<file path="src/rpat_pkg.sv">
`timescale 1ns / 1ps
// ----------------------------------------------------------------------------
// rpat_pkg
// Shared widths, register indexes and reset values for the rotor period and
// angle tracker.
// ----------------------------------------------------------------------------
package rpat_pkg;

    // tick counter and captured period width
    localparam int COUNT_WIDTH = 24;

    // field widths
    localparam int DEB_W     = 16;
    localparam int OFS_W     = 9;
    localparam int PER_W     = 24;
    localparam int ANG_W     = 11;
    localparam int CFG_IDX_W = 2;
    localparam int CFG_W     = 16;

    // angle arithmetic
    localparam int TURN_W = 9;
    localparam int NUM_W  = COUNT_WIDTH + TURN_W;
    localparam int Q_W    = 10;
    localparam int STEP_W = $clog2(NUM_W);
    localparam int CMP_W  = (COUNT_WIDTH > DEB_W) ? COUNT_WIDTH : DEB_W;
    localparam int PEXT_W = COUNT_WIDTH + PER_W;

    localparam logic [TURN_W-1:0] FULL_TURN = TURN_W'(360);
    localparam logic [Q_W-1:0]    ANGLE_CAP = Q_W'(1023);

    // configuration register indexes
    localparam logic [CFG_IDX_W-1:0] REG_DEBOUNCE = CFG_IDX_W'(0);
    localparam logic [CFG_IDX_W-1:0] REG_OFFSET   = CFG_IDX_W'(1);

    // configuration reset values
    localparam logic [DEB_W-1:0] DEBOUNCE_RESET = DEB_W'(1000);
    localparam logic [OFS_W-1:0] OFFSET_RESET   = OFS_W'(165);

endpackage

</file>
<file path="src/rotor_period_and_angle_tracker_top.sv">
`timescale 1ns / 1ps
// ----------------------------------------------------------------------------
// rotor_period_and_angle_tracker_top
// Rotor period capture from the active-low magnet sensor, with the angle
// interpolated as floor(360*count/period) by a bit-serial divider.
// ----------------------------------------------------------------------------
// flow: an accepted item goes through the count update on the accepting
//   edge, 1 scaling multiply, 33 restoring divide steps and 1 load; the
//   divide steps are skipped while no period has been captured
// the input stalls until the one-bit-per-cycle divider is through and
//   the result is loaded; the next item is taken while a finished
//   result waits at the output, a stalled result holds off the next load
// reset: rst_n asynchronous active low; count and period clear, armed sets,
//   debounce limit 1000 and angle offset 165
module rotor_period_and_angle_tracker_top
    import rpat_pkg::*;
(
    input  logic                 clk,
    input  logic                 rst_n,
    // input item channel
    input  logic                 in_valid,
    output logic                 in_stall,
    input  logic                 sensor_level,
    // result item channel
    output logic                 out_valid,
    input  logic                 out_stall,
    output logic [PER_W-1:0]     period_ticks,
    output logic signed [ANG_W-1:0] angle_deg,
    output logic                 angle_valid,
    output logic                 captured,
    // configuration write port
    input  logic                 cfg_we,
    input  logic [CFG_IDX_W-1:0] cfg_index,
    input  logic [CFG_W-1:0]     cfg_data
);

    localparam logic [1:0] ST_IDLE = 2'd0;
    localparam logic [1:0] ST_MUL  = 2'd1;
    localparam logic [1:0] ST_DIV  = 2'd2;
    localparam logic [1:0] ST_DONE = 2'd3;

    localparam logic [COUNT_WIDTH-1:0] CNT_MAX = {COUNT_WIDTH{1'b1}};

    logic [1:0]             state_reg, state_next;
    logic [COUNT_WIDTH-1:0] count_reg, count_next;
    logic [COUNT_WIDTH-1:0] period_reg, period_next;
    logic                   armed_reg, armed_next;
    logic                   cap_reg, cap_next;
    logic [DEB_W-1:0]       deb_reg;
    logic [OFS_W-1:0]       ofs_reg;

    logic [NUM_W-1:0]       num_reg, num_next;
    logic [COUNT_WIDTH-1:0] rem_reg, rem_next;
    logic [Q_W-1:0]         q_reg, q_next;
    logic                   sat_reg, sat_next;
    logic [STEP_W-1:0]      step_reg, step_next;

    logic                   out_valid_reg, out_valid_next;
    logic [PER_W-1:0]       out_per_reg, out_per_next;
    logic [ANG_W-1:0]       out_ang_reg, out_ang_next;
    logic                   out_av_reg, out_av_next;
    logic                   out_cap_reg, out_cap_next;

    logic                   accept;
    logic                   out_free;
    logic [COUNT_WIDTH-1:0] count_inc;
    logic [COUNT_WIDTH:0]   rem_sh;
    logic [COUNT_WIDTH:0]   diff;
    logic                   qbit;
    logic [Q_W-1:0]         q_final;
    logic [PEXT_W-1:0]      per_ext;
    logic                   per_nz;

    assign accept   = in_valid && !in_stall;
    assign in_stall = (state_reg != ST_IDLE);
    assign out_free = !out_valid_reg || !out_stall;

    // saturating tick increment
    assign count_inc = (count_reg == CNT_MAX) ? count_reg : count_reg + 1'b1;

    // one restoring divide step
    assign rem_sh = {rem_reg, num_reg[NUM_W-1]};
    assign diff   = rem_sh - {1'b0, period_reg};
    assign qbit   = !diff[COUNT_WIDTH];

    assign q_final = sat_reg ? ANGLE_CAP : q_reg;
    assign per_ext = PEXT_W'(period_reg);
    assign per_nz  = (period_reg != '0);

    // control and datapath next state
    always_comb
    begin
        state_next     = state_reg;
        count_next     = count_reg;
        period_next    = period_reg;
        armed_next     = armed_reg;
        cap_next       = cap_reg;
        num_next       = num_reg;
        rem_next       = rem_reg;
        q_next         = q_reg;
        sat_next       = sat_reg;
        step_next      = step_reg;
        out_valid_next = out_valid_reg && out_stall;
        out_per_next   = out_per_reg;
        out_ang_next   = out_ang_reg;
        out_av_next    = out_av_reg;
        out_cap_next   = out_cap_reg;

        case (state_reg)
            ST_IDLE:
            begin
                if (accept)
                begin
                    count_next = count_inc;
                    cap_next   = 1'b0;
                    if (!sensor_level && armed_reg)
                    begin
                        period_next = count_inc;
                        count_next  = '0;
                        armed_next  = 1'b0;
                        cap_next    = 1'b1;
                    end
                    else if (sensor_level && (CMP_W'(count_inc) > CMP_W'(deb_reg)))
                    begin
                        armed_next = 1'b1;
                    end
                    state_next = ST_MUL;
                end
            end
            ST_MUL:
            begin
                // scale the count by a full turn
                num_next   = NUM_W'(count_reg) * NUM_W'(FULL_TURN);
                rem_next   = '0;
                q_next     = '0;
                sat_next   = 1'b0;
                step_next  = '0;
                state_next = per_nz ? ST_DIV : ST_DONE;
            end
            ST_DIV:
            begin
                num_next = {num_reg[NUM_W-2:0], 1'b0};
                rem_next = qbit ? diff[COUNT_WIDTH-1:0] : rem_sh[COUNT_WIDTH-1:0];
                q_next   = {q_reg[Q_W-2:0], qbit};
                sat_next = sat_reg || q_reg[Q_W-1];
                step_next = step_reg + 1'b1;
                if (step_reg == STEP_W'(NUM_W - 1))
                begin
                    state_next = ST_DONE;
                end
            end
            ST_DONE:
            begin
                // load the result once the output register is free
                if (out_free)
                begin
                    out_valid_next = 1'b1;
                    out_per_next   = per_ext[PER_W-1:0];
                    out_av_next    = per_nz;
                    out_cap_next   = cap_reg;
                    out_ang_next   = per_nz ? (ANG_W'(q_final) - ANG_W'(ofs_reg)) : '0;
                    state_next     = ST_IDLE;
                end
            end
            default:
            begin
                state_next = ST_IDLE;
            end
        endcase
    end

    // control registers
    always_ff @(posedge clk or negedge rst_n)
    begin
        if (!rst_n)
        begin
            state_reg     <= ST_IDLE;
            count_reg     <= '0;
            period_reg    <= '0;
            armed_reg     <= 1'b1;
            out_valid_reg <= 1'b0;
            deb_reg       <= DEBOUNCE_RESET;
            ofs_reg       <= OFFSET_RESET;
        end
        else
        begin
            state_reg     <= state_next;
            count_reg     <= count_next;
            period_reg    <= period_next;
            armed_reg     <= armed_next;
            out_valid_reg <= out_valid_next;
            if (cfg_we && (cfg_index == REG_DEBOUNCE))
            begin
                deb_reg <= cfg_data[DEB_W-1:0];
            end
            if (cfg_we && (cfg_index == REG_OFFSET))
            begin
                ofs_reg <= cfg_data[OFS_W-1:0];
            end
        end
    end

    // divider and result payload registers
    always_ff @(posedge clk)
    begin
        cap_reg     <= cap_next;
        num_reg     <= num_next;
        rem_reg     <= rem_next;
        q_reg       <= q_next;
        sat_reg     <= sat_next;
        step_reg    <= step_next;
        out_per_reg <= out_per_next;
        out_ang_reg <= out_ang_next;
        out_av_reg  <= out_av_next;
        out_cap_reg <= out_cap_next;
    end

    assign out_valid    = out_valid_reg;
    assign period_ticks = out_per_reg;
    assign angle_deg    = out_ang_reg;
    assign angle_valid  = out_av_reg;
    assign captured     = out_cap_reg;

endmodule

</file>
<file path="config.mk">
export PLATFORM = sky130hd
export DESIGN_NAME = rotor_period_and_angle_tracker_top
export DESIGN_NICKNAME = d
export VERILOG_FILES = /design/src/rpat_pkg.sv /design/src/rotor_period_and_angle_tracker_top.sv
export SDC_FILE = /design/constraint.sdc
export NUM_CORES = 1
export LEC_CHECK = 0
export ABC_AREA = 1
export BUFFER_PORTS_ARGS = -buffer_cell sky130_fd_sc_hd__buf_2
export CAP_MARGIN = 0
export CORE_MARGIN = 2
export CORE_UTILIZATION = 25
export CTS_CLUSTER_SIZE = 30
export DETAILED_ROUTE_END_ITERATION = 16
export GPL_TIMING_DRIVEN = 0
export SLEW_MARGIN = 20
export SYNTH_ARGS = -nofsm -noshare
export SYNTH_HDL_FRONTEND = slang
export SYNTH_SLANG_ARGS = --single-unit
</file>
<file path="constraint.sdc">
create_clock -name clk -period 4.72 [get_ports clk]
set_input_delay 0.236 -clock clk [delete_from_list [all_inputs] [get_ports clk]]
set_output_delay 0.236 -clock clk [all_outputs]
set_load 0.01 [all_outputs]
</file>
==> flow_summary.yaml <==
status:
  outcome: "complete, no violations"
die:
  die_height_um: 236.0
  dieWidth_um: 236.0
  core_um2: 53500
  start_util_pct: 25.14
  die_area_um2: 55670
  ioPinCount: 63
  rows: 85
worst_setup_path:
  critPathArrivalTime_ps: 4220
  worstReg2RegStart: "count_reg[1]"
  rr_worst_depth: 15
  path_common_cell: "inv_1"
  critPathSlowestCell: "fa_1"
  r2r-end: "num_reg[24]"
  crit_family: "adder cells"
  path_cells: "ha_1, inv_1, fa_1, inv_1, fa_1, ha_1, a21oi_1, o21ai_0, nor2_1, inv_1, a21oi_1, o21bai_1, or2_2, nand3_1, nand2_1"
  r2r_slack_ps: 690
  cpPeakStageDelay_ps: 540
  endpoint_kind: "register"
  worst-path-max-fanout: 7
  critPathKind: "register to register"
  worstPathRequired_ps: 4910
  critical_path_buf_inv_count: 3
  startpoint_type: "register"
power_and_ir_drop:
  pwr-share-clk_pct: 13.8
  leakagePower_uw: 0.007033
  p_sw_share_pct: 48.07
  p_int_uw: 5796
  switchingPower_uw: 5364
  power.density_nw_per_um2: 726.5
  combPwrFrac_pct: 57.8
  ir_worst_vdd_mv: 0.3577
  p_seq_share_pct: 28.4
global_route:
  first_global_vias: 11230
  overflow: 0
  grt_max_degree: 48
  grtUsageTotal_pct: 13.56
  antenna_found_initial: 2
  grt_pass1_wl_um: 59950
yosys:
  synth_edf_count: 109
  syn_nets: 1828
  async_flop_share_pct: 41.40
  synth_cell_types: 51
  synth_top_family_by_area: "simple AND/OR/NAND/NOR gates"
  yosysWarnings: 0
  syn_avg_cell_area_um2: 8.172
  synthCells: 1646
  synth_top_cell_by_area: "edfxtp_1"
  ys_seq_elements: 186
  seq_area_frac_synth_pct: 38.76
  synthAdderAreaFrac_pct: 17.15
  synthMuxAreaShare_pct: 0
  synthTopCellsByArea: "edfxtp_1 24%, dfrtp_1 12%, ha_1 11%"
  yosys_most_used_dff: "edfxtp_1"
  synth_compound_area_share_pct: 10.63
  synth_top_area_share_pct: 24.33
  yosys.area_share.simple_pct: 22.23
  ys_top_cells_by_count: "360 x nand2_1, 277 x inv_1, 171 x nor2_1"
  yosysMostFrequentCell: "nand2_1"
  synth_xor_area_share_pct: 2.260
  syn_area_um2: 13450
detailed_routing:
  first_pass_iters: 5
  postRouteAntennaNets: 0
  drt_iter0_markers: 846
  wl_um: 36710
  post_drt_wl_per_cell_um: 15.04
  vias_per_cell: 4.546
  drc: 0
  vias: 11100
clocking:
  cts_tree: "yes"
  cts_resized: 0
  cts_buffer_depth: 2
  clk_latency_ps: 450
  cts_setup_buffers: 0
  cts.sinks: 186
  htreeDepth: 4
  clkTransAtPathRegs_ps: 70
  cts_buffers: 17
  clockRootBuffer: "clkbuf_16"
timing:
  finalSetupViolations: 0
  fin_setup_tns_ps: 0
  clock.fmax_ghz: 0.2484
  fin_crit_sh_pct: 85.30
  relSlewSlack_pct: 46.10
  holdWs_ps: 34.75
  tightest_slew_ps: 808.5
  rsz0062_at_grt: "no"
  finalMaxSlewViolations: 0
  fin_skew_ps: 18.05
  finalHoldViolCount: 0
  period_needed_ps: 4026
placed_design:
  place_congestion: 0.9099
  dp_hpwl_um: 29720
  place_inst: 2407
  numPortBuffers: 62
worst_hold_path:
  min_to: "armed_reg"
  min-delay-start: "sensor_level"
  hold_class: "input pin to register"
  whs_path_depth: 3
cells_and_area:
  nets: 1913
  n_fill_cell: 5700
  drive_gt1_share_pct: 9.633
  instances_no_fill: 2441
  largest_reg_flops: 30
  multi_input_area_um2: 7056
  area_growth_pct: 14.21
  seqCellArea_um2: 5214
job:
  cap_viol_max_count: 0
==> power groups by stage <==
stage | clock network (µW) | logic [µW] | registers [µW]
after floorplan | 0 | 4620 | 3090
after global placement | 0 | 6290 | 3240
after detailed placement | 0 | 6460 | 3190
after CTS | 1560 | 6500 | 3170
after global routing | 1630 | 7410 | 3240
final | 1540 | 6450 | 3170
==> tightest hold or removal path: cells and delay by family <==
| family | cells | cell delay [ps] |
|---|---|---|
| buf+inv | 1 | 100 |
| simple gates | 1 | 100 |
| compound gates | 1 | 40 |
==> per-stage QoR <==
step	cell area, µm²	total power (µW)	worst slack [ps]	utilization, %
3_3_place_gp	14630	9524	724.7	27.35
6_report	15360	11160	694.0	28.72
5_1_grt	15360	12280	464.6	28.71
3_5_place_dp	14730	9649	708.4	27.54
2_1_floorplan	13450	7709	1187	-
4_1_cts	15360	11230	687.6	28.71
==> cell families after synthesis <==
family	after synthesis
AO/OA/AOI/OAI	259
adder cells (fa/ha/maj)	158
buffers and inverters	311
flip-flops	186
XOR/XNOR	33
AND/OR/NAND/NOR	699
==> placed cells by master (no fill, tap or decap), types with 4 or more instances in the layout <==
cell / count
a21o_1: 4
ha_1: 113
inv_1: 277
nand3b_1: 4
a31oi_1: 5
a21oi_2: 5
o21ai_0: 126
nand2_2: 6
o22ai_1: 4
buf_2: 62
clkbuf_16: 17
clkbuf_1: 22
a21oi_1: 78
nand3_1: 74
a211oi_1: 5
nor2_4: 4
buf_6: 4
nand2_1: 360
nor3_1: 24
xor2_1: 22
nor2_1: 171
or2_2: 23
dfrtp_1: 66
a22o_1: 4
fa_1: 44
dfstp_2: 11
edfxtp_1: 109
o21ai_1: 4
nand4_1: 22
o21bai_1: 14
xnor2_1: 9
==> how the worst max path moves through the flow <==
stage / slack, ps / from / end / cells past startpoint
2_1_floorplan: 1190 / count_reg[1] / num_reg[24] / 15
3_3_place_gp: 720 / count_reg[1] / num_reg[24] / 15
6_report: 690 / count_reg[1] / num_reg[24] / 15
3_5_place_dp: 710 / count_reg[1] / num_reg[24] / 15
4_1_cts: 690 / count_reg[1] / num_reg[24] / 15
5_1_grt: 460 / count_reg[1] / num_reg[24] / 15
==> final cells by class <==
type	count	area share, %
multi-input combinational	1149	45.93
sequential	186	33.94
inverter	281	6.882
tap	696	5.669
clock buffer	18	2.794
timing repair buffer	66	2.590
clock inverter	14	1.222
buffer	30	0.9611
antenna	1	0.01629
==> routing by layer <==
metal	up-vias	share of wire (%)	global-route usage [%]	wire length (µm)
met3	41	4.7	2.458	1712
met4	0	2.0	3.629	734
li1	5520	-	-	-
met1	5263	46	17.69	17050
met5	-	0	0	0
met2	272	47	23.04	17210
==> repair_timing <==
item,4_1_cts,5_1_grt
hold buffers,1,0
endpoints found under the hold margin,23,0
setup endpoints to repair,0,0
Power figures use the tool's default switching activity.
